## config.mk

```make
export PLATFORM = sky130hd
export DESIGN_NAME = aarch64_patch_encoder_unit
export DESIGN_NICKNAME = d
export VERILOG_FILES = /design/src/rtl/core/ape_pkg.sv /design/src/rtl/core/aarch64_patch_encoder_unit.sv /design/src/rtl/core/ape_branch_enc.sv /design/src/rtl/core/ape_wide_seq.sv
export SDC_FILE = /design/constraint.sdc
export NUM_CORES = 1
export LEC_CHECK = 0
export ABC_AREA = 1
export ABC_CLOCK_PERIOD_IN_PS = 16900
export BUFFER_PORTS_ARGS = -buffer_cell sky130_fd_sc_hd__buf_2
export CORE_MARGIN = 1.5
export CORE_UTILIZATION = 26
export DETAILED_ROUTE_END_ITERATION = 8
export PLACE_DENSITY = 0.54
export SYNTH_ARGS = -nofsm -noshare
export SYNTH_HDL_FRONTEND = slang
export SYNTH_SLANG_ARGS = --single-unit
```

## constraint.sdc

```tcl
create_clock -name clk -period 16.9 [get_ports clk]
set_input_delay 2.535 -clock clk [delete_from_list [all_inputs] [get_ports clk]]
set_output_delay 2.535 -clock clk [all_outputs]
set_load 0.05 [all_outputs]
```

## src/rtl/core/ape_pkg.sv

```systemverilog
// Shared types, opcodes and the move-wide word builder for the AArch64 patch encoder.
`default_nettype none
package ape_pkg;

	typedef enum logic [3:0] {
		KIND_B       = 4'd0,
		KIND_BL      = 4'd1,
		KIND_CBZ     = 4'd2,
		KIND_CBNZ    = 4'd3,
		KIND_MOVZ    = 4'd4,
		KIND_MOVK    = 4'd5,
		KIND_MOVN    = 4'd6,
		KIND_MOV_REG = 4'd7,
		KIND_WIDE    = 4'd8
	} kind_t;

	localparam logic [31:0] OP_B     = 32'h1400_0000;
	localparam logic [31:0] OP_BL    = 32'h9400_0000;
	localparam logic [31:0] OP_CBZ   = 32'h3400_0000;
	localparam logic [31:0] OP_CBNZ  = 32'h3500_0000;
	localparam logic [31:0] SF_BIT   = 32'h8000_0000;
	localparam logic [31:0] ORR_XZR  = 32'hAA00_03E0;
	localparam logic [5:0]  MOVW_FAM = 6'h25;

	localparam logic [1:0] OPC_MOVN = 2'd0;
	localparam logic [1:0] OPC_MOVZ = 2'd2;
	localparam logic [1:0] OPC_MOVK = 2'd3;

	typedef struct packed {
		logic [3:0]  kind;
		logic [63:0] from_addr;
		logic [63:0] to_addr;
		logic [4:0]  reg_req;
		logic [4:0]  source_reg;
		logic        is_wide;
		logic [15:0] half_imm;
		logic [1:0]  half_shift;
		logic [63:0] wide_value;
	} req_t;

	typedef struct packed {
		logic [31:0] word;
		logic        ok;
		logic        last;
	} rsp_t;

	typedef struct packed {
		logic [31:0] word;
		logic        more;
	} wide_out_t;

	function automatic logic [31:0] movw_word(input logic [1:0] opc, input logic [4:0] rd,
			input logic [15:0] imm16, input logic [1:0] hw);
		movw_word = {1'b1, opc, MOVW_FAM, hw, imm16, rd};
	endfunction

endpackage
`default_nettype wire

```

## src/rtl/core/aarch64_patch_encoder_unit.sv

```systemverilog
// Top level of the AArch64 patch encoder: input register, encoders, result register.
// The first word of a request passes through the input register and then the result register.
// Throughput: one word per cycle; single-word kinds accept a request every cycle while busy is low.
// A wide move holds the input register (busy high) while further words remain, 1 to 4 words.
// Results are strobed by valid for one cycle; the receiver cannot stall.
// Reset clears the input valid, the sequencer and the result strobe.
`default_nettype none
module aarch64_patch_encoder_unit (
	input  wire           clk,
	input  wire           arst_n,
	input  wire           start,
	output logic          busy,
	input  ape_pkg::req_t req,
	output logic          valid,
	output ape_pkg::rsp_t rsp
);
	import ape_pkg::*;

	logic      accept;
	logic      valid_s1;
	req_t      req_s1;
	rsp_t      br_rsp;
	rsp_t      rsp_d;
	wide_out_t wout;
	logic      wide_en;

	assign wide_en = valid_s1 && (req_s1.kind == KIND_WIDE);
	assign busy    = wide_en && wout.more;
	assign accept  = start && !busy;

	always_ff @(posedge clk or negedge arst_n) begin
		if (!arst_n) begin
			valid_s1 <= 1'b0;
		end else begin
			valid_s1 <= accept || busy;
		end
	end

	always_ff @(posedge clk) begin
		if (accept) begin
			req_s1 <= req;
		end
	end

	ape_branch_enc u_branch (
		.req (req_s1),
		.rsp (br_rsp)
	);

	ape_wide_seq u_wide (
		.clk    (clk),
		.arst_n (arst_n),
		.en     (wide_en),
		.value  (req_s1.wide_value),
		.rd     (req_s1.reg_req),
		.wout   (wout)
	);

	always_comb begin
		rsp_d.ok   = 1'b1;
		rsp_d.last = 1'b1;
		case (req_s1.kind)
			KIND_B, KIND_BL, KIND_CBZ, KIND_CBNZ: begin
				rsp_d = br_rsp;
			end
			KIND_MOVZ: begin
				rsp_d.word = movw_word(OPC_MOVZ, req_s1.reg_req, req_s1.half_imm,
					req_s1.half_shift);
			end
			KIND_MOVK: begin
				rsp_d.word = movw_word(OPC_MOVK, req_s1.reg_req, req_s1.half_imm,
					req_s1.half_shift);
			end
			KIND_MOVN: begin
				rsp_d.word = movw_word(OPC_MOVN, req_s1.reg_req, req_s1.half_imm,
					req_s1.half_shift);
			end
			KIND_MOV_REG: begin
				rsp_d.word = ORR_XZR | {11'b0, req_s1.source_reg, 11'b0, req_s1.reg_req};
			end
			KIND_WIDE: begin
				rsp_d.word = wout.word;
				rsp_d.last = !wout.more;
			end
			default: begin
				rsp_d.word = 32'h0;
				rsp_d.ok   = 1'b0;
			end
		endcase
	end

	always_ff @(posedge clk or negedge arst_n) begin
		if (!arst_n) begin
			valid <= 1'b0;
		end else begin
			valid <= valid_s1;
		end
	end

	always_ff @(posedge clk) begin
		if (valid_s1) begin
			rsp <= rsp_d;
		end
	end

endmodule
`default_nettype wire

```

## src/rtl/core/ape_branch_enc.sv

```systemverilog
// Branch encoder: alignment and range checks, B/BL and CBZ/CBNZ words.
`default_nettype none
module ape_branch_enc (
	input  ape_pkg::req_t req,
	output ape_pkg::rsp_t rsp
);
	import ape_pkg::*;

	logic [63:0] diff;
	logic        aligned;
	logic        long_ok;
	logic        short_ok;
	logic        is_cb;
	logic        pass;
	logic [31:0] word_b;
	logic [31:0] word_cb;

	assign diff     = req.to_addr - req.from_addr;
	assign aligned  = (req.from_addr[1:0] == 2'b00) && (req.to_addr[1:0] == 2'b00);
	assign long_ok  = (diff[63:27] == '0) || (diff[63:27] == '1);
	assign short_ok = (diff[63:20] == '0) || (diff[63:20] == '1);
	assign is_cb    = (req.kind == KIND_CBZ) || (req.kind == KIND_CBNZ);
	assign pass     = aligned && (is_cb ? short_ok : long_ok);

	assign word_b  = ((req.kind == KIND_BL) ? OP_BL : OP_B) | {6'b0, diff[27:2]};
	assign word_cb = ((req.kind == KIND_CBNZ) ? OP_CBNZ : OP_CBZ)
		| (req.is_wide ? SF_BIT : 32'h0) | {8'b0, diff[20:2], req.reg_req};

	always_comb begin
		rsp.ok   = pass;
		rsp.last = 1'b1;
		rsp.word = pass ? (is_cb ? word_cb : word_b) : 32'h0;
	end

endmodule
`default_nettype wire

```

## src/rtl/core/ape_wide_seq.sv

```systemverilog
// Wide move sequencer: one MOVZ/MOVK word per cycle while en is high, over nonzero halfwords (one MOVZ #0 if none).
`default_nettype none
module ape_wide_seq (
	input  wire                 clk,
	input  wire                 arst_n,
	input  wire                 en,
	input  wire  [63:0]         value,
	input  wire  [4:0]          rd,
	output ape_pkg::wide_out_t  wout
);
	import ape_pkg::*;

	logic       cont_q;
	logic [3:0] pend_q;
	logic [3:0] nz;
	logic [3:0] mask;
	logic [3:0] rest;
	logic [1:0] idx;
	logic [15:0] chunk;

	always_comb begin
		for (int i = 0; i < 4; i++) begin
			nz[i] = (value[16*i +: 16] != 16'h0);
		end
	end

	assign mask = cont_q ? pend_q : nz;

	always_comb begin
		idx = 2'd0;
		for (int i = 3; i >= 0; i--) begin
			if (mask[i]) begin
				idx = 2'(i);
			end
		end
	end

	assign chunk     = value[{idx, 4'b0000} +: 16];
	assign rest      = mask & (mask - 4'd1);
	assign wout.more = (rest != 4'd0);
	assign wout.word = movw_word(cont_q ? OPC_MOVK : OPC_MOVZ, rd, chunk, idx);

	always_ff @(posedge clk or negedge arst_n) begin
		if (!arst_n) begin
			cont_q <= 1'b0;
		end else if (en) begin
			cont_q <= wout.more;
		end
	end

	always_ff @(posedge clk) begin
		if (en) begin
			pend_q <= rest;
		end
	end

endmodule
`default_nettype wire

```

==> metrics.cfg, run 1 <==
[run_status]
status = complete, no violations

[layout]
fillCellCount = 7057
syn2layout_area_growth_pct = 19.96
layout.nets = 2850
final_area_um2 = 20190
multi_input_area_um2 = 7052
seq_area_um2 = 7943
utilization_pct = 31.43
drive_gt1_share_pct = 13.74

[setup_path]
timing.setup.critical_path_class = register to primary output
path_max_fanout = 13
start_kind = register
r2r_start = req_s1[61]$_DFFE_PP_
cp.required_ps = 14370
cp.arrival_ps = 3020
end_kind = primary output
crit_path_start = req_s1[222]$_DFFE_PP_

[grt]
overflow = 0
globalRouteTotalUtil_pct = 16.46
grt_pass1_wl_um = 82570
grt_start_max_net_pins = 80
antenna_found_initial = 15
grt_pass1_vias = 14010

[drt]
avgViaCountPerCell = 4.318
first_pass_iters = 6
wl_per_cell_um = 16.22
num_vias = 14860
post-route-drc-count = 0
drtAntennaViolNets = 0
first_iter_violations = 1056
drt_wl_total_um = 55830

[timing]
tightest_slew_ps = 982.3
fin_skew_ps = 37.30
min_period_ps = 5552
period_share_pct = 32.85
rsz0062_at_grt = no
worst_slack_ps = 11350
finalHoldViolations = 0
fmax_mhz = 180.1
whs_ps = 547.8
slew_headroom_pct = 34.51
setup-tns-final_ps = 0
setup_viol = 0
final-max-slew-violation-count = 0

[cts]
cts_hold_buffers = 0
cts_resized = 0
clock-sinks = 265
cts_inserted_buffers = 30
clock_path_buffers = 3
clk_pin_slew_ps = 70
insertion_delay_ps = 610
htree_levels = 1
cts-root-buf = clkbuf_16
post_cts_buffers = 0
cts_tree = built

[placed_design]
place.gp.congestion = 0.9541
dp.final_hpwl_um = 46270
postPlaceCellArea_um2 = 19180
portBuffers = 263
post-place-ws_ps = 11560

[min_path]
hp-class = register to register
hold_start = req_s1[90]$_DFFE_PP_

[synth]
synth_area_leaders = edfxtp_1 47%, nand2_1 21%, inv_1 10%
synth-edff-count = 262
synth_top_cell_area_share_pct = 46.75
synth_cells = 2278
yosysSeqAreaShare_pct = 47.19
synth_area_leader_cell = edfxtp_1
yosysWarnings = 0
synth_seq_cells = 265
syn_area_um2 = 16830
ys.flop_type = edfxtp_1
ys_types = 37
syn_area_per_cell_um2 = 7.388
syn_nets = 2568
async_flop_share_pct = 1.132

[floorplanning]
start_util_pct = 26.20
dieArea_um2 = 66270
io_pins = 264
die_y_um = 257.4
die_w_um = 257.4
core_um2 = 64230
fp-row-count = 93

[pwr]
leakagePower_nw = 10.33
ir_worst_vdd_mv = 0.07382
power_density_nw_per_um2 = 93.73

[run]
cap_violations = 0

==> flip-flops by register name, indices dropped and copies added (netlist names) <==
| signal | flops |
|---|---|
| rsp | 34 |
| u_wide.cont_q | 1 |
| valid_s1 | 1 |
| u_wide.pend_q | 3 |
| req_s1 | 225 |
| valid | 1 |
==> stage by stage <==
| stage | total power [mW] | instances |
|---|---|---|
| after CTS | 1.918 | 3438 |
| after global routing | 1.997 | 3440 |
| after global placement | 1.239 | 3383 |
| after detailed placement | 1.239 | 3383 |
| after floorplan | 1.098 | 2278 |
| final | 1.892 | 3441 |
==> worst max-delay path, stage by stage, from the launching register on <==
cell      delay, ps
edfxtp_1        440
nor2_1          170
nand3_1         410
inv_1           540
o31ai_1         230
nor2_1          290
buf_2           330
==> layer usage <==
layer	wire, µm	vias up	track usage (%)
met5	159	-	0
met4	1300	26	4.191
met3	3636	91	3.201
met2	25360	423	26.83
met1	25380	6647	22.29
li1	-	7670	-
==> cells in the final DEF, fill, tap and decap left out, types with 12 or more instances in the layout <==
master | synthesis | layout
nand2_1 | 930 | 930
inv_1 | 464 | 464
buf_2 | 0 | 263
edfxtp_1 | 262 | 262
nor2_1 | 184 | 183
nand3_1 | 144 | 144
ha_1 | 62 | 62
a21oi_1 | 39 | 39
clkbuf_16 | 0 | 30
nand4_1 | 24 | 24
o21ai_0 | 24 | 24
xor2_1 | 24 | 24
nor4_1 | 18 | 18
nor2_2 | 15 | 15
clkinv_2 | 0 | 12
==> cells in the mapped netlist (2+ instances only) <==
library cell / number
xor2_1: 24
and2_1: 4
a31oi_1: 5
buf_1: 2
o21a_1: 2
nor3_1: 4
a21oi_1: 39
nand3_2: 2
clkbuf_1: 14
nand3_1: 144
dfrtp_1: 3
nor3_2: 2
nand2_1: 930
mux2i_1: 6
xnor2_1: 6
or2_2: 2
ha_1: 62
a22o_1: 5
inv_2: 4
nand3b_1: 6
nor4_1: 18
nand2_2: 8
nand4_1: 24
edfxtp_1: 262
a21oi_2: 2
nor2_2: 15
o21ai_0: 24
o211ai_1: 3
nor2_1: 184
buf_6: 2
inv_1: 464
==> kinds of logic (layout without fill, tap and decap cells) <==
| group | after synthesis | in the layout | synth area share (%) |
|---|---|---|---|
| simple gates | 1345 | 1345 | 32.55 |
| buf+inv | 487 | 792 | 10.95 |
| flops | 265 | 265 | 47.19 |
| compound gates | 83 | 83 | 2.781 |
| fa+ha+maj | 62 | 62 | 4.609 |
| xor+xnor | 30 | 30 | 1.561 |
| mux | 6 | 6 | 0.3569 |
| other cells | 0 | 3 | 0 |
==> report_power, final <==
part | leakage, nW | switching (mW) | internal [mW]
Clock | 0.496 | 0.282 | 0.386
Combinational | 7.23 | 0.307 | 0.132
Sequential | 2.60 | 0.0157 | 0.769
==> layout make-up <==
class | instances | area share (%)
multi-input cells | 1526 | 34.93
well taps | 855 | 5.299
repair buffers | 268 | 6.705
clock inverters | 23 | 1.215
clock buffers | 32 | 3.756
diodes | 3 | 0.03718
flip-flops and latches | 265 | 39.34
inverters | 469 | 8.720
==> final timing paths <==
path                                              to  slack [ps]  cells after the start
min reg2reg                     rsp[4]$_SDFFCE_PN0P_         550                      2
max reg2reg                    req_s1[203]$_DFFE_PP_       12130                     12
max in group asynchronous            valid$_DFF_PN0_       15060                      1
min in group asynchronous  u_wide.cont_q$_DFFE_PN0P_        1720                      1
min                             rsp[4]$_SDFFCE_PN0P_         550                      2
max                                             busy       11350                      6
No activity file was read; power rests on OpenSTA's default activity.
==> inputs of run 2 (changes only) <==
--- a/config.mk
+++ b/config.mk
@@ -6,12 +6,12 @@
 export NUM_CORES = 1
 export LEC_CHECK = 0
 export ABC_AREA = 1
-export ABC_CLOCK_PERIOD_IN_PS = 16900
+export ABC_CLOCK_PERIOD_IN_PS = 4700
 export BUFFER_PORTS_ARGS = -buffer_cell sky130_fd_sc_hd__buf_2
 export CORE_MARGIN = 1.5
 export CORE_UTILIZATION = 26
 export DETAILED_ROUTE_END_ITERATION = 8
-export PLACE_DENSITY = 0.54
+export PLACE_DENSITY = 0.55
 export SYNTH_ARGS = -nofsm -noshare
 export SYNTH_HDL_FRONTEND = slang
 export SYNTH_SLANG_ARGS = --single-unit
==> constraint.sdc (replaced) <==
create_clock -name clk -period 4.7 [get_ports clk]
set_input_delay 0.705 -clock clk [delete_from_list [all_inputs] [get_ports clk]]
set_output_delay 0.705 -clock clk [all_outputs]
set_load 0.05 [all_outputs]
==> run 2 against run 1 <==
Against the previous run:
- cell area rose by 0.23%
- combinational power rose to 3.7 times the previous value
- cell count is 0.12% higher
- utilization grew 0.072 points
- die area stayed put
==> metrics.cfg, run 2 (same netlist as run 1, synthesis figures left out) <==
[grt]
overflow = 0
grt_pass1_vias = 14170
grt_start_max_net_pins = 98
globalRouteTotalUtil_pct = 16.92
grt_pass1_wl_um = 84700
antenna_found_initial = 14

[pwr]
ir_worst_vdd_mv = 0.2895
leakagePower_nw = 10.32
power_density_nw_per_um2 = 334.3
power_mw = 6.765

[timing]
min_period_ps = 4220
fin_skew_ps = 18.46
worst_slack_ps = 479.7
tightest_slew_ps = 913.8
period_share_pct = 89.79
final-max-slew-violation-count = 0
slew_headroom_pct = 39.01
setup_viol = 0
whs_ps = 263.8
fmax_mhz = 237.0
rsz0062_at_grt = no
finalHoldViolations = 0

[setup_path]
path_delay_family = simple AND/OR/NAND/NOR gates
r2r_start = req_s1[109]$_DFFE_PP_
path_cells = ha_1, nand2_1, nor2_1, nand2_1, nor2_1, nand2_1, nand3b_1, xor2_1, nand2_1, nor2_1, nand3b_1, nor2_1, nand3_1, nand3_1, nand2_2, nor2_8, inv_1, nor2_1
cp.arrival_ps = 4680
cpMostUsedCell = nor2_1
ff2ff_setup_slack_ps = 480
path_buf_inv = 1
end_kind = register
r2r_end = rsp[26]$_SDFFCE_PN0P_
start_kind = register
max_stage_delay_ps = 430
timing.setup.critical_path_class = register to register
cp.required_ps = 5160
slowest_stage = edfxtp_1
path_max_fanout = 28
r2r_cells = 18

[cts]
cts-root-buf = clkbuf_16
cts_resized = 0
htree_levels = 1
cts_tree = built
clock_path_buffers = 3
post_cts_buffers = 0
clock-sinks = 265
clk_pin_slew_ps = 60
cts_inserted_buffers = 31
insertion_delay_ps = 620

[min_path]
hold_end = req_s1[153]$_DFFE_PP_
hold_depth = 1
hp-class = primary input to register
hold_start = req[153]

[run]
cap_violations = 0

[drt]
num_vias = 14950
avgViaCountPerCell = 4.340
post-route-drc-count = 0
first_iter_violations = 1242
wl_per_cell_um = 16.65
drt_wl_total_um = 57360
first_pass_iters = 7
drtAntennaViolNets = 0

[layout]
largest_register_ffs = 225
layout.nets = 2854
drive_gt1_share_pct = 13.64
utilization_pct = 31.50
largest_register = req_s1
syn2layout_area_growth_pct = 20.24
layout_common_cells = 930 x nand2_1, 462 x inv_1, 263 x buf_2, 262 x edfxtp_1, 182 x nor2_1
final_area_um2 = 20240
layout.cells.most_common = nand2_1
largestRegisters = req_s1 (225), rsp (34), u_wide.pend_q (3)

[placed_design]
place.gp.congestion = 1.000
dp.final_hpwl_um = 47150
postPlaceCellArea_um2 = 19250
post-place-ws_ps = 581.5
portBuffers = 263

[floorplanning]
dieArea_um2 = 66270
start_util_pct = 26.20
die_y_um = 257.4
die_w_um = 257.4
io_pins = 264
fp-row-count = 93
core_um2 = 64230

[run_status]
status = complete, no violations

## run 2: cell count changes in the layout (fill, tap and decap cells not counted), sizes merged, moves of 2 or more
cell    before  now
clkinv      18    9
inv        468  470
buf        268  270
clkbuf      32   44
bufinv       4    1
## run 2: what timing repair did
action,CTS,global route
hold buffers,1,0
endpoints found under the setup margin,0,0
endpoints found under the hold margin,3,0
## run 2: layout make-up
cell class	instances	area, µm²
tap	855	1070
multi-input combinational	1526	7076
clock inverter	13	111.4
timing repair buffer	271	1416
clock buffer	44	854.6
fill	7110	44000
inverter	469	1760
antenna	2	5.005
sequential	265	7943
## run 2: where the power goes
| group | internal (mW) | switching [mW] | total (mW) |
|---|---|---|---|
| sequential | 2.77 | 0.0581 | 2.82 |
| clock | 1.32 | 1.00 | 2.32 |
| combinational | 0.484 | 1.14 | 1.62 |
| total | 4.57 | 2.20 | 6.76 |
## run 2: worst reg2reg max path, cell delays in order, from the launching register on
cell,delay (ps)
edfxtp_1,430
ha_1,420
nand2_1,120
nor2_1,280
nand2_1,240
nor2_1,150
nand2_1,90
nand3b_1,290
xor2_1,340
nand2_1,90
nor2_1,170
nand3b_1,120
nor2_1,260
nand3_1,130
nand3_1,170
nand2_2,130
nor2_8,400
inv_1,150
nor2_1,120
## run 2: layer usage
layer,up-vias,GRT usage [%],wire length (µm)
met3,86,3.201,3724
met1,6772,22.92,25950
met4,24,4.110,1309
met2,399,27.70,26230
li1,7672,-,-
met5,-,0,146
## run 2: worst max path at each step
stage,from,depth (start not counted),end
4_1_cts,req_s1[124]$_DFFE_PP_,21,rsp[26]$_SDFFCE_PN0P_
5_1_grt,req_s1[124]$_DFFE_PP_,21,rsp[26]$_SDFFCE_PN0P_
2_1_floorplan,req_s1[40]$_DFFE_PP_,11,req_s1[0]$_DFFE_PP_
6_report,req_s1[109]$_DFFE_PP_,18,rsp[26]$_SDFFCE_PN0P_
3_3_place_gp,req_s1[109]$_DFFE_PP_,18,rsp[26]$_SDFFCE_PN0P_
3_5_place_dp,req_s1[124]$_DFFE_PP_,21,rsp[26]$_SDFFCE_PN0P_
## run 2: through the flow
stage	TNS, ps	instances
global route	0	3445
CTS	0	3443
global placement	0	3385
finish	0	3445
detailed placement	0	3385
floorplan	-160740	2278
==> inputs of run 3 (changes only) <==
--- a/config.mk
+++ b/config.mk
@@ -11,7 +11,6 @@
 export CORE_MARGIN = 1.5
 export CORE_UTILIZATION = 26
 export DETAILED_ROUTE_END_ITERATION = 8
-export PLACE_DENSITY = 0.55
 export SYNTH_ARGS = -nofsm -noshare
 export SYNTH_HDL_FRONTEND = slang
 export SYNTH_SLANG_ARGS = --single-unit
==> run 3 against run 2 <==
Against the previous run:
- register-to-register slack better by 140 ps
- clock power rose by 3%
- clock skew up 22 ps
- maximum frequency up 3.5%
- via count is 0.16% higher
- cell count about the same
- cell area is 0.20% higher
- first-iteration DRC count decreased by 6.4%
- worst setup slack better by 140 ps
==> metrics.cfg, run 3 (same netlist as run 1, synthesis figures left out) <==
[run_status]
status = complete, no violations

[drt]
post-route-drc-count = 0
drtAntennaViolNets = 0
num_vias = 14980
drt_wl_total_um = 57400
first_pass_iters = 6
wl_per_cell_um = 16.65
first_iter_violations = 1163
avgViaCountPerCell = 4.345

[timing]
rsz0062_at_grt = no
slew_headroom_pct = 38.44
fin_skew_ps = 40.57
fmax_mhz = 245.3
min_period_ps = 4077
setup-tns-final_ps = 0
tightest_slew_ps = 922.3
period_share_pct = 86.75
worst_slack_ps = 622.8
final-max-slew-violation-count = 0
finalHoldViolations = 0
setup_viol = 0

[grt]
grt_pass1_vias = 14150
overflow = 0
antenna_found_initial = 14
grt_pass1_wl_um = 83920
globalRouteTotalUtil_pct = 16.84
grt_start_max_net_pins = 90

[setup_path]
cp.required_ps = 5170
cpMostUsedCell = nand2_1
cp.arrival_ps = 4550
end_kind = register
timing.setup.critical_path_class = register to register
path_cells = ha_1, nand2_1, nor2_1, nand2_1, inv_1, a21oi_1, nand2_1, xor2_1, nand2_1, nand3b_1, nor2_1, nand3_1, nand3_1, nand2_2, nor2_8, inv_1, nor2_1
max_stage_delay_ps = 480
path_max_fanout = 28
start_kind = register
ff2ff_setup_slack_ps = 620
slowest_stage = xor2_1

[layout]
fillCellCount = 7045
largestRegisters = req_s1 (225), rsp (34), u_wide.pend_q (3)
largest_register_ffs = 225
drive_gt1_share_pct = 13.72
utilization_pct = 31.57
largest_register = req_s1
layout_common_cells = 930 x nand2_1, 462 x inv_1, 263 x buf_2, 262 x edfxtp_1, 182 x nor2_1
syn2layout_area_growth_pct = 20.47
seq_area_um2 = 7943
multi_input_area_um2 = 7076
layout.cells.most_common = nand2_1
layout.nets = 2854

[cts]
insertion_delay_ps = 610
htree_levels = 1
clk_pin_slew_ps = 60
cts-root-buf = clkbuf_16
clock_path_buffers = 3
cts_resized = 0
cts_tree = built
clock-sinks = 265
cts_inserted_buffers = 30

[floorplanning]
io_pins = 264
dieArea_um2 = 66270
fp-row-count = 93
core_um2 = 64230
die_w_um = 257.4
die_y_um = 257.4
start_util_pct = 26.20

[pwr]
power_density_nw_per_um2 = 338.0
leakagePower_nw = 10.34
ir_worst_vdd_mv = 0.2106

[placed_design]
place.gp.congestion = 0.9749
dp.final_hpwl_um = 47520
post-place-ws_ps = 577.3
portBuffers = 263

[run]
cap_violations = 0

[min_path]
hp-class = primary input to register

[run 3: worst max-delay path, delay by kind of cell, from the launching register on]
family	cells	cell delay, ps
xor gates and xnor gates	1	480
buffers and inverters	2	310
AOI/OAI and AO/OA	1	90
DFF	1	380
and+or+nand+nor	12	2290
adders and majority gates	1	380
[run 3: timing repair]
item	CTS	global route
setup buffers	0	0
hold buffers	1	0
hold endpoints to repair	3	0
[run 3: worst paths after layout]
check / to / depth (start not counted) / startpoint
max: rsp[26]$_SDFFCE_PN0P_ / 17 / req_s1[112]$_DFFE_PP_
min reg2reg: rsp[4]$_SDFFCE_PN0P_ / 2 / req_s1[90]$_DFFE_PP_
min in group asynchronous: valid$_DFF_PN0_ / 2 / arst_n
max reg2reg: rsp[26]$_SDFFCE_PN0P_ / 17 / req_s1[112]$_DFFE_PP_
min: req_s1[46]$_DFFE_PP_ / 1 / req[46]
max in group asynchronous: u_wide.cont_q$_DFFE_PN0P_ / 2 / arst_n
[run 3: area by class of cell]
cell class | count | area share (%)
clock buffers | 36 | 3.814
repair buffers | 272 | 6.961
clock inverters | 20 | 1.148
flip-flops and latches | 265 | 39.17
inverters | 469 | 8.683
well taps | 855 | 5.276
multi-input cells | 1526 | 34.90
diodes | 4 | 0.04937
[run 3: power by group]
group          switching [mW]  total [mW]  internal, mW  leakage, nW
Clock                    1.00        2.40          1.40        0.481
Combinational            1.14        1.63         0.484         7.25
Sequential             0.0598        2.83          2.77         2.60
[run 3: routing by layer]
metal  track usage (%)  part of all wire, %  up-vias
met5                 0                 0.18        -
met2             27.25                   45      451
li1                  -                    -     7670
met3             3.467                  6.5      102
met1             22.17                   45     6736
met4             6.043                  3.5       18
[run 3: metrics by stage]
step	cell area (µm²)	power (mW)	cells	hold slack (ps)
finish	20280	6.853	3447	268.6
global route	20270	7.208	3446	241.9
CTS	20270	6.924	3443	229.1
detailed placement	19250	4.488	3386	509.5
global placement	19250	4.494	3386	507.8
floorplan	16860	3.930	2278	409.4
